### config.mk
export PLATFORM = sky130hd
export DESIGN_NAME = bcm_sqrt
export DESIGN_NICKNAME = d
export VERILOG_FILES = /design/src/sv/bounding_circle_merge_macros.svh /design/src/sv/bcm_pkg.sv /design/src/sv/bcm_sqrt.sv
export SDC_FILE = /design/constraint.sdc
export NUM_CORES = 1
export LEC_CHECK = 0
export ABC_AREA = 1
export CAP_MARGIN = 20
export CORE_MARGIN = 2
export CORE_UTILIZATION = 67
export CTS_BUF_LIST = sky130_fd_sc_hd__clkbuf_8
export DETAILED_ROUTE_END_ITERATION = 12
export DONT_BUFFER_PORTS = 1
export PLACE_DENSITY = 0.83
export SETUP_SLACK_MARGIN = 0.4
export SLEW_MARGIN = 20
export SYNTH_ARGS = -nofsm -noshare
export SYNTH_HDL_FRONTEND = slang
export SYNTH_SLANG_ARGS = --single-unit
### constraint.sdc
create_clock -name clk -period 3.9 [get_ports clk]
set_input_delay 0.78 -clock clk [delete_from_list [all_inputs] [get_ports clk]]
set_output_delay 0.78 -clock clk [all_outputs]
set_load 0.03 [all_outputs]
### src/sv/bounding_circle_merge_macros.svh
// assertion macros for the bounding circle merge block
`ifndef BOUNDING_CIRCLE_MERGE_MACROS_SVH
`define BOUNDING_CIRCLE_MERGE_MACROS_SVH
`ifndef ASSERT_OFF
`define BCM_ASSERT(label, clk, rst_n, prop) \
    label: assert property (@(posedge clk) disable iff (!rst_n) prop) else $error("assertion failed");
`define BCM_ASSERT_NR(label, clk, prop) \
    label: assert property (@(posedge clk) prop) else $error("assertion failed");
`else
`define BCM_ASSERT(label, clk, rst_n, prop)
`define BCM_ASSERT_NR(label, clk, prop)
`endif
`endif

### src/sv/bcm_pkg.sv
package bcm_pkg;
    localparam int CoordW = 32;
    localparam int RadW = 31;
    localparam int ThrW = 32;
    localparam logic OP_SET = 1'b0;
    localparam logic OP_MERGE = 1'b1;
    localparam int SqrtSteps = 33;
    localparam int DivSteps = 64;
endpackage

### src/sv/bcm_sqrt.sv
module bcm_sqrt (
    input  logic        clk,
    input  logic        rst_n,
    input  logic        start,
    input  logic [65:0] rad,
    output logic        done,
    output logic [32:0] root
);
    logic [65:0] val_reg, val_next;
    logic [35:0] rem_reg, rem_next;
    logic [32:0] root_reg, root_next;
    logic [5:0]  cnt_reg, cnt_next;
    logic        busy_reg, busy_next;
    logic        done_reg;
    logic [35:0] shifted, trial;

    always_comb
    begin
        val_next = val_reg;
        rem_next = rem_reg;
        root_next = root_reg;
        cnt_next = cnt_reg;
        busy_next = busy_reg;
        shifted = {rem_reg[33:0], val_reg[65:64]};
        trial = {1'b0, root_reg, 2'b01};
        if (start)
        begin
            val_next = rad;
            rem_next = '0;
            root_next = '0;
            cnt_next = 6'(bcm_pkg::SqrtSteps);
            busy_next = 1'b1;
        end
        else if (busy_reg)
        begin
            val_next = {val_reg[63:0], 2'b00};
            if (shifted >= trial)
            begin
                rem_next = shifted - trial;
                root_next = {root_reg[31:0], 1'b1};
            end
            else
            begin
                rem_next = shifted;
                root_next = {root_reg[31:0], 1'b0};
            end
            cnt_next = cnt_reg - 6'd1;
            if (cnt_reg == 6'd1)
                busy_next = 1'b0;
        end
    end

    always_ff @(posedge clk or negedge rst_n)
    begin
        if (!rst_n)
        begin
            busy_reg <= 1'b0;
            cnt_reg <= '0;
            done_reg <= 1'b0;
        end
        else
        begin
            busy_reg <= busy_next;
            cnt_reg <= cnt_next;
            done_reg <= busy_reg && (cnt_reg == 6'd1);
        end
    end

    always_ff @(posedge clk)
    begin
        val_reg <= val_next;
        rem_reg <= rem_next;
        root_reg <= root_next;
    end

    // high once the last root bit is in root_reg
    assign done = done_reg;
    assign root = root_reg;
endmodule
==> results of run 1 <==
==> layer usage <==
layer | vias to the layer above | global-route usage | part of all wire
li1 | 3759 | - | -
met1 | 3368 | 0.3836 | 0.42
met2 | 213 | 0.5415 | 0.49
met3 | 38 | 0.07218 | 0.053
met4 | 0 | 0.1484 | 0.033
met5 | - | 0 | 0
==> worst max-delay path, cell delays in order (launching register included) <==
cell,delay (ns)
dfxtp_1,0.52
inv_1,0.14
ha_1,0.37
a21oi_1,0.23
nand2_1,0.11
nand2_1,0.06
nand2_1,0.08
a21oi_1,0.23
nand4_4,0.52
nand2_2,0.41
nand2_1,0.08
nand2_1,0.06
nand2_1,0.05
==> cell usage after synthesis <==
cell and instances:
o22ai_1 33, dfxtp_1 67, nand2_2 4, and3_1 1
buf_1 4, nand3_2 2, nand3_4 1, nand4_1 13
xor2_1 6, o21ai_0 14, nor3_4 1, nand2_1 540
buf_6 5, clkinv_1 1, a21o_1 2, buf_2 4
clkbuf_1 21, nor3_1 7, inv_2 5, xnor2_1 9
edfxtp_1 66, nor2_2 6, nand3_1 67, nor2_1 51
inv_1 153, a21oi_1 33, a21oi_4 1, dfrtp_1 8
ha_1 37, nand4_4 1, a21oi_2 1, o21bai_1 5
nor2_4 1, and2_1 2, or2_0 1, nand3b_1 21
==> per-stage QoR <==
step / hold WS (ns) / cells / instance area, um2
after floorplan: 0.4298 / 1194 / 8407
after global placement: 0.4454 / 1331 / 8488
after CTS: 0.3646 / 1364 / 8843
final: 0.4027 / 1364 / 8843
after detailed placement: 0.4578 / 1331 / 8488
after global routing: 0.3579 / 1364 / 8843
==> path summary, 6_finish.rpt <==
check                                 from          end  slack [ns]
worst min register to register  rem_reg[4]   rem_reg[4]        0.47
worst min-delay path                 start   cnt_reg[4]        0.40
worst max-delay path              root[21]  rem_reg[32]        0.93
worst max register to register    root[21]  rem_reg[32]        0.93
max in group asynchronous            rst_n   cnt_reg[1]        2.96
min in group asynchronous            rst_n   cnt_reg[3]        0.67
==> kinds of logic (layout without fill, tap and decap cells) <==
kind of cell    after synthesis  after routing  share of synthesized area
compound gates               89             89                    0.06178
xor+xnor                     15             15                    0.01563
fa+ha+maj                    37             37                    0.05508
buf+inv                     193            195                    0.09125
flops                       141            141                     0.4192
simple gates                719            719                     0.3571
==> area by class of cell <==
class                           count  area, um2  area share
Clock buffer                       17      234.0     0.02646
Sequential cell                   141       3523      0.3984
Timing Repair Buffer                4      45.04    0.005093
Multi-Input combinational cell    860       4120      0.4659
Inverter                          159      599.3     0.06777
Clock inverter                     15      111.4     0.01259
Tap cell                          168      210.2     0.02377
==> power by group <==
group | total (uW) | switching [uW] | internal [uW]
registers | 2020 | 188 | 1830
clock network | 1060 | 617 | 446
logic | 4050 | 2710 | 1350
==> results.sh, run 1 <==
export IMPL_start_kind="register"
export IMPL_post_cts_buffers=0
export IMPL_viasPerCell=5.409
export IMPL_final_util=0.7302
export IMPL_portBuffers=0
export IMPL_grt_overflow_total=0
export IMPL_num_io_pins=103
export IMPL_diodes=0
export IMPL_die_area_mm2=0.01346
export IMPL_cp_max_fo=35
export IMPL_cts_resized=0
export IMPL_skew_ns=0.01567
export IMPL_yosysTopAreaCell="nand2_1"
export IMPL_wl_per_cell_um=14.81
export IMPL_clkTransAtPathRegs_ns=0.08
export IMPL_nFillCells=1053
export IMPL_fmax_ghz=0.3365
export IMPL_htree_levels=4
export IMPL_largest_reg_flops=66
export IMPL_finalSetupViolations=0
export IMPL_hold_buffers=1
export IMPL_arrival_ns=3.33
export IMPL_route_detailed_drc=0
export IMPL_clock_latency_ns=0.46
export IMPL_grt_use_total=0.3178
export IMPL_die_y_um=116.0
export IMPL_maxCapViolCount=0
export IMPL_cts_buffer_depth=2
export IMPL_mostFrequentLayoutCells="nand2_1 (540), inv_1 (152), nand3_1 (67), dfxtp_1 (67), edfxtp_1 (66)"
export IMPL_ir_worst_vdd_v=0.0003875
export IMPL_p_leak_uw=0.004558
export IMPL_reg2regPathDepth=12
export IMPL_total_power_uw=7139
export IMPL_syn_avg_cell_area_um2=7.040
export IMPL_maxSlewViolCount=0
export IMPL_yosysSeqAreaShare=0.4192
export IMPL_rsz0062_at_grt="no"
export IMPL_start_util=0.6940
export IMPL_coreArea_mm2=0.01211
export IMPL_grt_pass1_wl_um=33090
export IMPL_post_route_period_util=0.7620
export IMPL_layout_commonest_cell="nand2_1"
export IMPL_tns_ns=0
export IMPL_synth_seq_cells=141
export IMPL_place_congestion=0.9986
export IMPL_synth_area_mm2=0.008406
export IMPL_ys_warn_count=0
export IMPL_yosysTopAreaCellShare=0.2411
export IMPL_final_hold_violation_count=0
export IMPL_drtIter0Drc=609
export IMPL_rows=40
export IMPL_status="completed"
export IMPL_drive_above_1_share=0.05017
export IMPL_cp_end_kind="register"
export IMPL_vias=7378
export IMPL_fin_crit_ns=2.972
export IMPL_p_per_area_mw_per_mm2=807.3
export IMPL_grt_pass1_vias=7176
export IMPL_postLayoutSetupSlackWorst_ns=0.9280
export IMPL_synth_nets=1300
export IMPL_dr_pass1_iters=5
export IMPL_synth_area_leaders="nand2_1 (24%), edfxtp_1 (24%), dfxtp_1 (16%), inv_1 (6.8%), ha_1 (5.5%)"
export IMPL_clockRootBuffer="clkbuf_8"
export IMPL_path_class="reg -> reg"
export IMPL_pre_cts_ws_ns=0.9508
export IMPL_cts_buffers=17
export IMPL_tightest_slew_ns=1.009
export IMPL_grt_antenna_before_repair=0
export IMPL_postRouteAntennaNets=0
export IMPL_syn_to_final_growth_pct=5.210
export IMPL_routed_wl_um=20200
export IMPL_hold_class="in -> reg"
export IMPL_die_x_um=116.0
export IMPL_hold_depth=1
export IMPL_dp_hpwl_um=14660
export IMPL_cts_sinks=141
export IMPL_slew_headroom=0.3265
export IMPL_grt_max_degree=87
export IMPL_synthCells=1194
export IMPL_cts_tree="yes"
export IMPL_synth_cell_type_count=36
export IMPL_cp_required_ns=4.26
export IMPL_nets=1289
No activity file was read; power rests on OpenSTA's default activity.
==> run 2: changes to the inputs <==
--- a/config.mk
+++ b/config.mk
@@ -5,14 +5,14 @@
 export SDC_FILE = /design/constraint.sdc
 export NUM_CORES = 1
 export LEC_CHECK = 0
-export ABC_AREA = 1
+export ABC_AREA = 0
 export CAP_MARGIN = 20
 export CORE_MARGIN = 2
-export CORE_UTILIZATION = 67
+export CORE_UTILIZATION = 66
 export CTS_BUF_LIST = sky130_fd_sc_hd__clkbuf_8
 export DETAILED_ROUTE_END_ITERATION = 12
 export DONT_BUFFER_PORTS = 1
-export PLACE_DENSITY = 0.83
+export PLACE_DENSITY = 0.82
 export SETUP_SLACK_MARGIN = 0.4
 export SLEW_MARGIN = 20
 export SYNTH_ARGS = -nofsm -noshare
==> constraint.sdc (replaced) <==
create_clock -name clk -period 2.9 [get_ports clk]
set_input_delay 0.58 -clock clk [delete_from_list [all_inputs] [get_ports clk]]
set_output_delay 0.58 -clock clk [all_outputs]
set_load 0.03 [all_outputs]
==> run 2 against run 1 <==
Core utilization up 9.3 points. Count of clock-buffer cells in the layout increased by 1. Non-clock buffer count increased by 66. Highest routed layer unchanged. Largest cell class unchanged. Combinational power increased by 60%. Clock power grew 54%. First-iteration DRC count is 0.66% higher. Largest power group unchanged.
==> results.sh, run 2 <==
export IMPL_synth_area_mm2=0.007796
export IMPL_synth_flop_cell="dfxtp_1"
export IMPL_synth_cell_type_count=60
export IMPL_rows=39
export IMPL_met1_usage=0.3745
export IMPL_mostFrequentLayoutCells="nor2_1 (73), edfxtp_1 (66), mux2_2 (64), buf_4 (64), mux2i_1 (51)"
export IMPL_num_io_pins=103
export IMPL_synth_area_leaders="edfxtp_1 (25%), dfxtp_1 (17%), mux2_2 (9.4%), mux2i_1 (6.5%), ha_1 (5.9%)"
export IMPL_grt_use_total=0.3112
export IMPL_yosysSeqAreaShare=0.4519
export IMPL_diodes=0
export IMPL_pwr_share_comb=0.588
export IMPL_maxSlewViolCount=0
export IMPL_coreArea_mm2=0.01147
export IMPL_met2_usage=0.5022
export IMPL_sw_frac_of_total=0.4091
export IMPL_start_kind="register"
export IMPL_p_per_area_mw_per_mm2=1165
export IMPL_nets=915
export IMPL_syn_to_final_growth_pct=21.04
export IMPL_internal_power_uw=6497
export IMPL_synth_most_common_cell="nor2_1"
export IMPL_clkTransAtPathRegs_ns=0.08
export IMPL_final_hold_violation_count=0
export IMPL_vias=6301
export IMPL_die_x_um=112.7
export IMPL_nFillCells=619
export IMPL_hold_class="in -> reg"
export IMPL_grt_overflow_total=0
export IMPL_clock_power_share=0.148
export IMPL_grt_max_degree=128
export IMPL_pwr_share_seq=0.264
export IMPL_ys_warn_count=0
export IMPL_path_class="reg -> reg"
export IMPL_drtIter0Drc=613
export IMPL_cts_buffers=17
export IMPL_synth_edff_count=66
export IMPL_clock_latency_ns=0.46
export IMPL_layout_commonest_cell="nor2_1"
export IMPL_cp_end_kind="register"
export IMPL_cp_max_fo=6
export IMPL_tns_ns=0
export IMPL_busiest_layer="met2"
export IMPL_ir_worst_vdd_v=0.0007563
export IMPL_slew_headroom=0.4682
export IMPL_route_detailed_drc=0
export IMPL_grt_pass1_vias=6355
export IMPL_place_congestion=0.9353
export IMPL_yosysTopAreaCellShare=0.2542
export IMPL_tightest_slew_ns=0.7976
export IMPL_largest_reg_flops=66
export IMPL_routed_wl_um=19940
export IMPL_grt_pass1_wl_um=31170
export IMPL_final_util=0.8229
export IMPL_total_power_uw=11000
export IMPL_hold_ws_ns=0.1860
export IMPL_die_y_um=112.7
export IMPL_status="completed"
export IMPL_cts_sinks=141
export IMPL_maxCapViolCount=0
export IMPL_synth_async_reset_ratio=0.05674
export IMPL_dp_hpwl_um=12050
export IMPL_cp_required_ns=3.28
export IMPL_fmax_ghz=0.3590
export IMPL_syn_avg_cell_area_um2=10.35
export IMPL_synth_nets=859
export IMPL_start_util=0.6799
export IMPL_fin_crit_ns=2.785
export IMPL_skew_ns=0.01679
export IMPL_p_leak_uw=0.003893
export IMPL_arrival_ns=3.16
export IMPL_grt_antenna_before_repair=0
export IMPL_cts_buffer_depth=2
export IMPL_finalSetupViolations=0
export IMPL_yosysTopAreaCell="edfxtp_1"
export IMPL_drive_above_1_share=0.3504
export IMPL_post_route_period_util=0.9604
export IMPL_grtUsageMet3=0.1134
export IMPL_rsz0062_at_grt="yes"
export IMPL_dr_pass1_iters=5
export IMPL_wl_per_cell_um=20.66
export IMPL_portBuffers=0
export IMPL_clockRootBuffer="clkbuf_8"
export IMPL_die_area_mm2=0.01270
export IMPL_p_sw_uw=4499
export IMPL_r2r_slack_ns=0.11
export IMPL_synthCells=753
export IMPL_synth_seq_cells=141
export IMPL_postRouteAntennaNets=0
export IMPL_synthTopCellsByCount="nor2_1 (79), dfxtp_1 (67), edfxtp_1 (66)"
export IMPL_cts_tree="yes"
export IMPL_viasPerCell=6.530
export IMPL_htree_levels=4
## run 2: final cells by class
class	instances	area [um2]	share of cell area
clock inverters	14	157.7	0.01671
repair buffers	70	591.8	0.06272
inverters	50	196.4	0.02082
flip-flops and latches	141	3606	0.3821
multi-input cells	529	4458	0.4724
well taps	143	178.9	0.01896
clock buffers	18	247.7	0.02625
## run 2: routing by layer
layer | wire [um] | part of all wire
met5 | 0 | 0
met3 | 1922 | 0.096
met4 | 833 | 0.042
met2 | 9488 | 0.48
met1 | 7694 | 0.39
## run 2: cells by family after synthesis
family	synth area share
simple gates	0.1030
compound gates	0.1472
flops	0.4519
mux	0.1594
buf+inv	0.04542
fa+ha+maj	0.05938
xor+xnor	0.03370
## run 2: power groups by stage
stage,Combinational [uW],Sequential (uW),Clock [uW]
2_1_floorplan,3890,2820,0
3_3_place_gp,4630,2880,0
3_5_place_dp,4770,2900,0
4_1_cts,5610,2880,1650
5_1_grt,6830,2950,1730
6_report,6460,2910,1630
## run 2: final timing paths
kind / start / end / depth (start not counted)
setup / recovery: root[9] / rem_reg[22] / 10
hold / removal: start / root[15] / 1
setup reg to reg: root[9] / rem_reg[22] / 10
hold reg to reg: rem_reg[5] / rem_reg[5] / 2
max in group asynchronous: rst_n / busy_reg / 1
min in group asynchronous: rst_n / done / 1
## run 2: critical path, stage by stage (launching register included)
cell and delay [ns]:
dfxtp_4 0.42, inv_1 0.09, ha_4 0.27, a21o_1 0.23
a21o_1 0.21, a211oi_2 0.30, nand2_1 0.22, a221oi_1 0.47
xnor2_1 0.18, mux2i_1 0.10, a211oi_1 0.21
## run 2: through the flow
step	instance area, um2	instances	worst slack [ns]
final	9437	965	0.1148
after detailed placement	8335	898	0.08918
after global routing	9437	965	0.05794
after CTS	9190	954	0.2999
after floorplan	8075	753	0.3860
after global placement	8335	898	0.1320
## run 2: timing repair
item / in CTS / in global routing
pin swaps: 39 / 32
endpoints found under the hold margin: 8 / 0
hold buffers: 1 / 0
buffers inserted: 21 / 11
cloned: 2 / 0
resized for setup: 51 / 45
endpoints found under the setup margin: 35 / 35
