$ cat src/sv/bounding_circle_merge_macros.svh
// assertion macros for the bounding circle merge block
`ifndef BOUNDING_CIRCLE_MERGE_MACROS_SVH
`define BOUNDING_CIRCLE_MERGE_MACROS_SVH
`ifndef ASSERT_OFF
`define BCM_ASSERT(label, clk, rst_n, prop) \
    label: assert property (@(posedge clk) disable iff (!rst_n) prop) else $error("assertion failed");
`define BCM_ASSERT_NR(label, clk, prop) \
    label: assert property (@(posedge clk) prop) else $error("assertion failed");
`else
`define BCM_ASSERT(label, clk, rst_n, prop)
`define BCM_ASSERT_NR(label, clk, prop)
`endif
`endif

$ cat src/sv/bcm_pkg.sv
package bcm_pkg;
    localparam int CoordW = 32;
    localparam int RadW = 31;
    localparam int ThrW = 32;
    localparam logic OP_SET = 1'b0;
    localparam logic OP_MERGE = 1'b1;
    localparam int SqrtSteps = 33;
    localparam int DivSteps = 64;
endpackage

$ cat src/sv/bcm_divider.sv
module bcm_divider (
    input  logic        clk,
    input  logic        rst_n,
    input  logic        start,
    input  logic [63:0] num,
    input  logic [33:0] den,
    output logic        done,
    output logic [63:0] quo
);
    logic [63:0] quo_reg, quo_next;
    logic [34:0] rem_reg, rem_next;
    logic [6:0]  cnt_reg, cnt_next;
    logic        busy_reg, busy_next;
    logic        done_reg;
    logic [34:0] trial;

    always_comb
    begin
        quo_next = quo_reg;
        rem_next = rem_reg;
        cnt_next = cnt_reg;
        busy_next = busy_reg;
        trial = {rem_reg[33:0], quo_reg[63]};
        if (start)
        begin
            quo_next = num;
            rem_next = '0;
            cnt_next = 7'(bcm_pkg::DivSteps);
            busy_next = 1'b1;
        end
        else if (busy_reg)
        begin
            if (trial >= {1'b0, den})
            begin
                rem_next = trial - {1'b0, den};
                quo_next = {quo_reg[62:0], 1'b1};
            end
            else
            begin
                rem_next = trial;
                quo_next = {quo_reg[62:0], 1'b0};
            end
            cnt_next = cnt_reg - 7'd1;
            if (cnt_reg == 7'd1)
                busy_next = 1'b0;
        end
    end

    always_ff @(posedge clk or negedge rst_n)
    begin
        if (!rst_n)
        begin
            busy_reg <= 1'b0;
            cnt_reg <= '0;
            done_reg <= 1'b0;
        end
        else
        begin
            busy_reg <= busy_next;
            cnt_reg <= cnt_next;
            done_reg <= busy_reg && (cnt_reg == 7'd1);
        end
    end

    always_ff @(posedge clk)
    begin
        quo_reg <= quo_next;
        rem_reg <= rem_next;
    end

    // high once the last quotient bit is in quo_reg
    assign done = done_reg;
    assign quo = quo_reg;
endmodule

$ cat config.mk
export PLATFORM = sky130hd
export DESIGN_NAME = bcm_divider
export DESIGN_NICKNAME = d
export VERILOG_FILES = /design/src/sv/bounding_circle_merge_macros.svh /design/src/sv/bcm_pkg.sv /design/src/sv/bcm_divider.sv
export SDC_FILE = /design/constraint.sdc
export NUM_CORES = 1
export LEC_CHECK = 0
export ABC_AREA = 0
export BUFFER_PORTS_ARGS = -buffer_cell sky130_fd_sc_hd__buf_2
export CORE_UTILIZATION = 25
export CTS_CLUSTER_DIAMETER = 40
export CTS_CLUSTER_SIZE = 10
export DETAILED_ROUTE_END_ITERATION = 12
export HOLD_SLACK_MARGIN = 0.06
export PLACE_DENSITY = 0.4
export REMOVE_ABC_BUFFERS = 1
export SLEW_MARGIN = 10
export SYNTH_ARGS = -nofsm -noshare
export SYNTH_HDL_FRONTEND = slang
export SYNTH_SLANG_ARGS = --single-unit
$ cat constraint.sdc
create_clock -name clk -period 7.5 [get_ports clk]
set_input_delay 0.375 -clock clk [delete_from_list [all_inputs] [get_ports clk]]
set_output_delay 0.375 -clock clk [all_outputs]
set_load 0.05 [all_outputs]
==> results of run 1 <==
## worst max-delay path, delay by kind of cell (launching register included)
| family | cells | cell delay [ps] |
|---|---|---|
| compound gates | 5 | 1700 |
| simple gates | 2 | 650 |
| flops | 1 | 350 |
| fa+ha+maj | 1 | 350 |
| mux | 1 | 350 |
## path summary, 6_finish.rpt
| kind | start | depth (start not counted) | slack, ps | end |
|---|---|---|---|---|
| worst max-delay path | rem_reg[9]$_SDFFE_PP0P_ | 9 | 3840 | quo[0]$_DFFE_PP_ |
| worst max register to register | rem_reg[9]$_SDFFE_PP0P_ | 9 | 3840 | quo[0]$_DFFE_PP_ |
| max in group asynchronous | rst_n | 2 | 6900 | cnt_reg[1]$_DFFE_PN0P_ |
| worst min register to register | rem_reg[33]$_SDFFE_PP0P_ | 2 | 490 | rem_reg[33]$_SDFFE_PP0P_ |
| worst min-delay path | num[48] | 2 | 310 | quo[48]$_DFFE_PP_ |
| min in group asynchronous | rst_n | 2 | 400 | done$_DFF_PN0_ |
## power groups by stage
stage	sequential, mW	clock [mW]	combinational (mW)
floorplan	1.03	0	0.647
global placement	0.874	0	1.13
detailed placement	0.867	0	1.12
CTS	0.858	0.510	1.12
global route	0.874	0.528	1.24
finish	0.856	0.490	1.12
## per-stage QoR
stage	hold WS [ps]	power (mW)	std cells	setup WS [ps]	util (%)
after floorplan	79.4	1.67	647	4320	-
after global placement	247	2.00	1159	3700	29.3
after CTS	296	2.49	1176	3810	30.4
after global routing	292	2.64	1176	3570	30.4
final	310	2.47	1177	3840	30.5
after detailed placement	254	1.98	1159	3670	29.3
## cell type report
| type | count | area share, % |
|---|---|---|
| Inverter | 44 | 2.02 |
| Antenna cell | 1 | 0.0306 |
| Sequential cell | 107 | 34.6 |
| Multi-Input combinational cell | 496 | 43.9 |
| Clock buffer | 10 | 2.80 |
| Clock inverter | 6 | 0.719 |
| Timing Repair Buffer | 172 | 10.8 |
| Tap cell | 341 | 5.21 |
## kinds of logic after synthesis
logic type,synth area share [%]
DFF,41.5
and+or+nand+nor,13.5
muxes,10.7
xor gates and xnor gates,3.99
AOI/OAI and AO/OA,17.6
adders and majority gates,6.91
buffers and inverters,5.79
## cell usage after synthesis (all sizes together), types with 2 or more instances
| cell type | number | area (um^2) |
|---|---|---|
| edfxtp | 64 | 1920 |
| mux2 | 64 | 721 |
| nor2 | 50 | 188 |
| nand2 | 48 | 180 |
| inv | 43 | 161 |
| a21oi | 37 | 185 |
| o21ai | 37 | 185 |
| ha | 36 | 450 |
| dfxtp | 34 | 681 |
| buf | 29 | 166 |
| nand3 | 27 | 135 |
| a311oi | 17 | 149 |
| nand4 | 17 | 106 |
| xnor2 | 17 | 149 |
| clkbuf | 14 | 53.8 |
| xor2 | 14 | 123 |
| a21o | 12 | 90.1 |
| a211oi | 11 | 95.1 |
| nor3 | 11 | 55.1 |
| o211ai | 10 | 75.1 |
| dfrtp | 9 | 225 |
| a41oi | 7 | 61.3 |
| and2 | 7 | 43.8 |
| nand2b | 7 | 43.8 |
| o31ai | 7 | 52.6 |
| o21bai | 6 | 45.0 |
| nor2b | 5 | 31.3 |
| nor4 | 5 | 31.3 |
| o21a | 5 | 37.5 |
| o311ai | 5 | 43.8 |
| a31oi | 3 | 18.8 |
| nor3b | 3 | 27.5 |
| a2111oi | 2 | 30.0 |
| and3 | 2 | 17.5 |
| and4 | 2 | 17.5 |
| nand4b | 2 | 17.5 |
| o2111ai | 2 | 17.5 |
| o311a | 2 | 20.0 |
| o31a | 2 | 17.5 |
| or2 | 2 | 12.5 |
## what timing repair did
item	in CTS	in global routing
hold buffers	1	0
setup buffers	0	0
endpoints found under the hold margin	9	0
## layer usage
metal	up-vias	part of all wire [%]	GRT usage, %
met5	-	0.039	0
li1	2851	-	-
met3	15	7.9	4.99
met4	2	1.1	3.50
met1	2665	47	19.5
met2	182	44	23.5
==> flow_metrics.env, run 1 <==
export IMPL_finalWirelength_um=20600
export IMPL_cp_launch_type="flip-flop"
export IMPL_grt_start_max_net_pins=65
export IMPL_finalSetupTns_ps=0
export IMPL_report_final_setup_viol=0
export IMPL_timing_slew_headroom_pct=31.6
export IMPL_filler_cell_count=2854
export IMPL_first_pass_iters=5
export IMPL_floorplan_die_width_um=167
export IMPL_initial_core_util_pct=25.3
export IMPL_floorplan_die_area_mm2=0.0279
export IMPL_synth_seq_cells=107
export IMPL_layout_worst_path_cycle_share_pct=48.7
export IMPL_grt_pass1_wl_um=32700
export IMPL_worst_path_max_delay_cell="sky130_fd_sc_hd__a211o_2"
export IMPL_finish_instance_area_mm2=0.00818
export IMPL_globalRouteTotalUtil_pct=14.9
export IMPL_pin_count=166
export IMPL_most_common_layout_cells="sky130_fd_sc_hd__buf_2, sky130_fd_sc_hd__mux2_2, sky130_fd_sc_hd__edfxtp_1"
export IMPL_dp_hpwl_um=14900
export IMPL_clkTransAtPathRegs_ps=90
export IMPL_clk_insertion_delay_late_ps=360
export IMPL_postPlaceCellArea_mm2=0.00788
export IMPL_number_of_warnings_printed_during_yosys_synthesis=0
export IMPL_critPathArrivalTime_ps=3770
export IMPL_fin_crit_ps=3660
export IMPL_report_final_slew_viol_count=0
export IMPL_postSynth_topFlopCell="sky130_fd_sc_hd__edfxtp_1"
export IMPL_yosysSeqAreaShare_pct=41.5
export IMPL_detail_route_vias_per_cell=4.86
export IMPL_p_sw_share_pct=43.6
export IMPL_final_layout_size_suffix_gt1_share_pct=31.1
export IMPL_number_of_enable_flip_flop_cells_after_synthesis=64
export IMPL_multiInputGateArea_mm2=0.00359
export IMPL_finish_net_count=968
export IMPL_syn_inst=691
export IMPL_area_growth_synth_to_final_pct=20.1
export IMPL_final_hold_violation_count=0
export IMPL_internal_power_mw=1.39
export IMPL_final_seq_area_mm2=0.00283
export IMPL_drcViolationCount=0
export IMPL_setup_worst_path_end_class="flip-flop"
export IMPL_rsz0062_at_grt="no"
export IMPL_p_sw_mw=1.08
export IMPL_clock_tree_buf_depth=2
export IMPL_p_seq_share_pct=34.7
export IMPL_ctsRootBufferMaster="sky130_fd_sc_hd__clkbuf_16"
export IMPL_placement_rows=60
export IMPL_maxCapViolations=0
export IMPL_critical_path_peak_fanout=31
export IMPL_pwr_density_cell_mw_per_mm2=302
export IMPL_antenna_found_initial=1
export IMPL_power_combinational_fraction_pct=45.5
export IMPL_core_area_mm2=0.0269
export IMPL_p_clk_share_pct=19.8
export IMPL_clock_fmax_mhz=274
export IMPL_peakVddDrop_mv=0.115
export IMPL_detailroute_via_count=5715
export IMPL_tritoncts="done"
export IMPL_synth_area_mm2=0.00681
export IMPL_final_common_cell="sky130_fd_sc_hd__buf_2"
export IMPL_cts_buffers_inserted=9
export IMPL_cts_resized_gates=0
export IMPL_status="complete, no violations"
export IMPL_power_leakage_nw=3.50
export IMPL_floorplan_die_height_um=167
export IMPL_largest_register_ffs=64
export IMPL_hp_class="input port to flip-flop"
export IMPL_worstPathCellList="ha_1 -> a21oi_1 -> o21ai_0 -> a221oi_1 -> and3_4 -> a21o_1 -> a211o_2 -> nand2_1 -> mux2_2"
export IMPL_gp_congestion=0.813
export IMPL_grt_remaining_overflow=0
export IMPL_timing_worst_slew_pin_value_ps=1020
export IMPL_detailedRoute_firstIterationViolations=327
export IMPL_cts_htree_levels=3
export IMPL_fin_worst_skew_ps=12.8
export IMPL_ant_nets=0
export IMPL_crit_required_ps=7610
export IMPL_first_global_vias=5846
export IMPL_cts_sinks=107
export IMPL_worst_path_largest_cell_delay_ps=590
export IMPL_synth_avg_cell_area_um2=9.86
export IMPL_route_detailed_wl_per_inst_um=17.5
export IMPL_criticalPathCategory="flip-flop to flip-flop"
export IMPL_postSynth_asyncResetShare_pct=8.41
export IMPL_synth_distinct_cells=63
export IMPL_buffer_ports_inserted=165
(Power assumes the default switching activity.)
==> run 2: changes to the inputs <==
==> constraint.sdc (replaced) <==
create_clock -name clk -period 3.4 [get_ports clk]
set_input_delay 0.17 -clock clk [delete_from_list [all_inputs] [get_ports clk]]
set_output_delay 0.17 -clock clk [all_outputs]
set_load 0.05 [all_outputs]
==> run 2 against run 1 <==
Compared with the run above:
- core utilization grew 0.67 points
- total power up 130%
- die area is the same
- clock skew up 0.65 ps
- critical path type unchanged
- design area grew 2.2%
- flip-flop and latch count is the same
- global-route usage increased by 0.22 points
- critical path depth up 1
- via count is 1.8% higher
- sequential share of layout area shrank 0.74 points
==> flow_metrics.env, run 2 (synthesis results as in run 1) <==
export IMPL_antenna_found_initial=3
export IMPL_fin_worst_skew_ps=13.5
export IMPL_ant_nets=0
export IMPL_clk_insertion_delay_late_ps=360
export IMPL_post_route_util_pct=31.1
export IMPL_top_usage_layer="met2"
export IMPL_report_final_setup_viol=0
export IMPL_area_growth_synth_to_final_pct=22.8
export IMPL_clkTransAtPathRegs_ps=90
export IMPL_critPathArrivalTime_ps=3400
export IMPL_most_common_layout_cells="sky130_fd_sc_hd__buf_2, sky130_fd_sc_hd__mux2_2, sky130_fd_sc_hd__edfxtp_1"
export IMPL_largest_register_ffs=64
export IMPL_gp_congestion=0.794
export IMPL_final_layout_size_suffix_gt1_share_pct=33.0
export IMPL_floorplan_die_area_mm2=0.0279
export IMPL_core_area_mm2=0.0269
export IMPL_cts_buffers_inserted=9
export IMPL_rsz0062_at_grt="no"
export IMPL_ctsRootBufferMaster="sky130_fd_sc_hd__clkbuf_16"
export IMPL_cts_sinks=107
export IMPL_global_route_usage_met2_pct=23.5
export IMPL_pwr_density_cell_mw_per_mm2=665
export IMPL_fin_crit_ps=3190
export IMPL_grt_pass1_wl_um=33000
export IMPL_first_global_vias=5736
export IMPL_grt_remaining_overflow=0
export IMPL_final_common_cell="sky130_fd_sc_hd__buf_2"
export IMPL_layout_worst_path_cycle_share_pct=93.7
export IMPL_setup_worst_path_end_class="flip-flop"
export IMPL_buffer_ports_inserted=165
export IMPL_status="complete, no violations"
export IMPL_report_power_total_mw=5.56
export IMPL_report_final_slew_viol_count=0
export IMPL_finalWirelength_um=21000
export IMPL_pin_count=166
export IMPL_met1_usage_pct=20.3
export IMPL_timing_worst_slew_pin_value_ps=637
export IMPL_crit_required_ps=3620
export IMPL_floorplan_die_width_um=167
export IMPL_drcViolationCount=0
export IMPL_criticalPathCategory="flip-flop to flip-flop"
export IMPL_detailedRoute_firstIterationViolations=341
export IMPL_power_leakage_nw=3.61
export IMPL_cts_htree_levels=3
export IMPL_placement_rows=60
export IMPL_final_hold_violation_count=0
export IMPL_route_detailed_wl_per_inst_um=17.6
export IMPL_worst_path_largest_cell_delay_ps=560
export IMPL_initial_core_util_pct=25.3
export IMPL_finalSetupTns_ps=0
export IMPL_met3_usage_pct=4.90
export IMPL_floorplan_die_height_um=167
export IMPL_worstPathBufferInverterCount=1
export IMPL_critical_path_peak_fanout=19
export IMPL_clock_tree_buf_depth=2
export IMPL_maxCapViolations=0
export IMPL_grt_start_max_net_pins=65
export IMPL_clock_fmax_mhz=314
export IMPL_detailroute_via_count=5817
export IMPL_finish_net_count=988
export IMPL_detail_route_vias_per_cell=4.86
export IMPL_worstPathCellList="ha_1 -> a21oi_1 -> o21ai_0 -> a221oi_1 -> and3_4 -> a21o_1 -> a211oi_4 -> buf_4 -> nor4_1 -> a2111oi_2"
export IMPL_cell_class_contributing_the_biggest_share_of_worst_path_delay="compound AO/OA/AOI/OAI gates"
export IMPL_first_pass_iters=5
export IMPL_dp_hpwl_um=15700
export IMPL_hp_class="input port to flip-flop"
export IMPL_worst_path_max_delay_cell="sky130_fd_sc_hd__nor4_1"
export IMPL_postPlaceCellArea_mm2=0.00805
export IMPL_timing_slew_headroom_pct=57.1
export IMPL_cp_launch_type="flip-flop"
export IMPL_globalRouteTotalUtil_pct=15.1
export IMPL_peakVddDrop_mv=0.258
export IMPL_tritoncts="done"
export IMPL_finish_instance_area_mm2=0.00836
==> run 2: cell count changes in the layout (fill, tap and decap cells not counted) <==
cell	before	now
sky130_fd_sc_hd__buf_4	7	26
sky130_fd_sc_hd__buf_12	0	1
sky130_fd_sc_hd__clkinv_8	0	1
sky130_fd_sc_hd__nor2_2	0	1
sky130_fd_sc_hd__nor2_1	50	49
sky130_fd_sc_hd__diode_2	1	2
sky130_fd_sc_hd__clkbuf_1	1	0
==> run 2: what timing repair did <==
item | 4_1_cts | 5_1_grt
hold endpoints to repair | 9 | 0
hold buffers | 1 | 0
gates resized for setup | 0 | 1
endpoints found under the setup margin | 0 | 4
buffers inserted | 0 | 0
==> run 2: final timing paths <==
kind,startpoint,to,slack (ps),depth (start not counted)
max in group asynchronous,rst_n,cnt_reg[5]$_DFFE_PN0P_,3020,2
setup reg to reg,rem_reg[9]$_SDFFE_PP0P_,rem_reg[20]$_SDFFE_PP0P_,210,10
min in group asynchronous,rst_n,cnt_reg[2]$_DFFE_PN0P_,200,2
hold reg to reg,rem_reg[33]$_SDFFE_PP0P_,rem_reg[33]$_SDFFE_PP0P_,490,2
hold / removal,num[45],quo[45]$_DFFE_PP_,100,2
setup / recovery,rem_reg[9]$_SDFFE_PP0P_,rem_reg[20]$_SDFFE_PP0P_,210,10
==> run 2: area by class of cell <==
class	instances	area (um^2)
clock buffer	9	225
inverter	44	165
multi-input combinational	496	3590
fill	2891	18500
antenna	2	5.00
sequential	107	2830
clock inverter	7	75.1
timing repair buffer	192	1050
tap	341	427
==> run 2: power breakdown <==
group	total (mW)	internal [mW]	switching (mW)
clock network	1.12	0.526	0.589
logic	2.57	0.939	1.63
registers	1.88	1.67	0.204
==> run 2: per-stage QoR <==
| step | cells | setup slack, ps | hold slack, ps |
|---|---|---|---|
| floorplan | 647 | 222 | -126 |
| global placement | 1179 | 287 | 44.8 |
| detailed placement | 1179 | 257 | 37.7 |
| CTS | 1196 | 241 | 87.1 |
| global route | 1196 | 20.9 | 88.1 |
| finish | 1198 | 215 | 102 |
==> run 2: worst reg2reg max path: stages, from the launching register on <==
cell and delay [ps]:
sky130_fd_sc_hd__dfxtp_1 330, sky130_fd_sc_hd__ha_1 340, sky130_fd_sc_hd__a21oi_1 280, sky130_fd_sc_hd__o21ai_0 190
sky130_fd_sc_hd__a221oi_1 390, sky130_fd_sc_hd__and3_4 280, sky130_fd_sc_hd__a21o_1 220, sky130_fd_sc_hd__a211oi_4 100
sky130_fd_sc_hd__buf_4 250, sky130_fd_sc_hd__nor4_1 570, sky130_fd_sc_hd__a2111oi_2 110
==> run 2: layer usage <==
metal	share of wire [%]	vias to the layer above
li1	-	2893
met1	47	2735
met2	44	174
met3	7.7	13
met4	0.79	2
met5	0.062	-
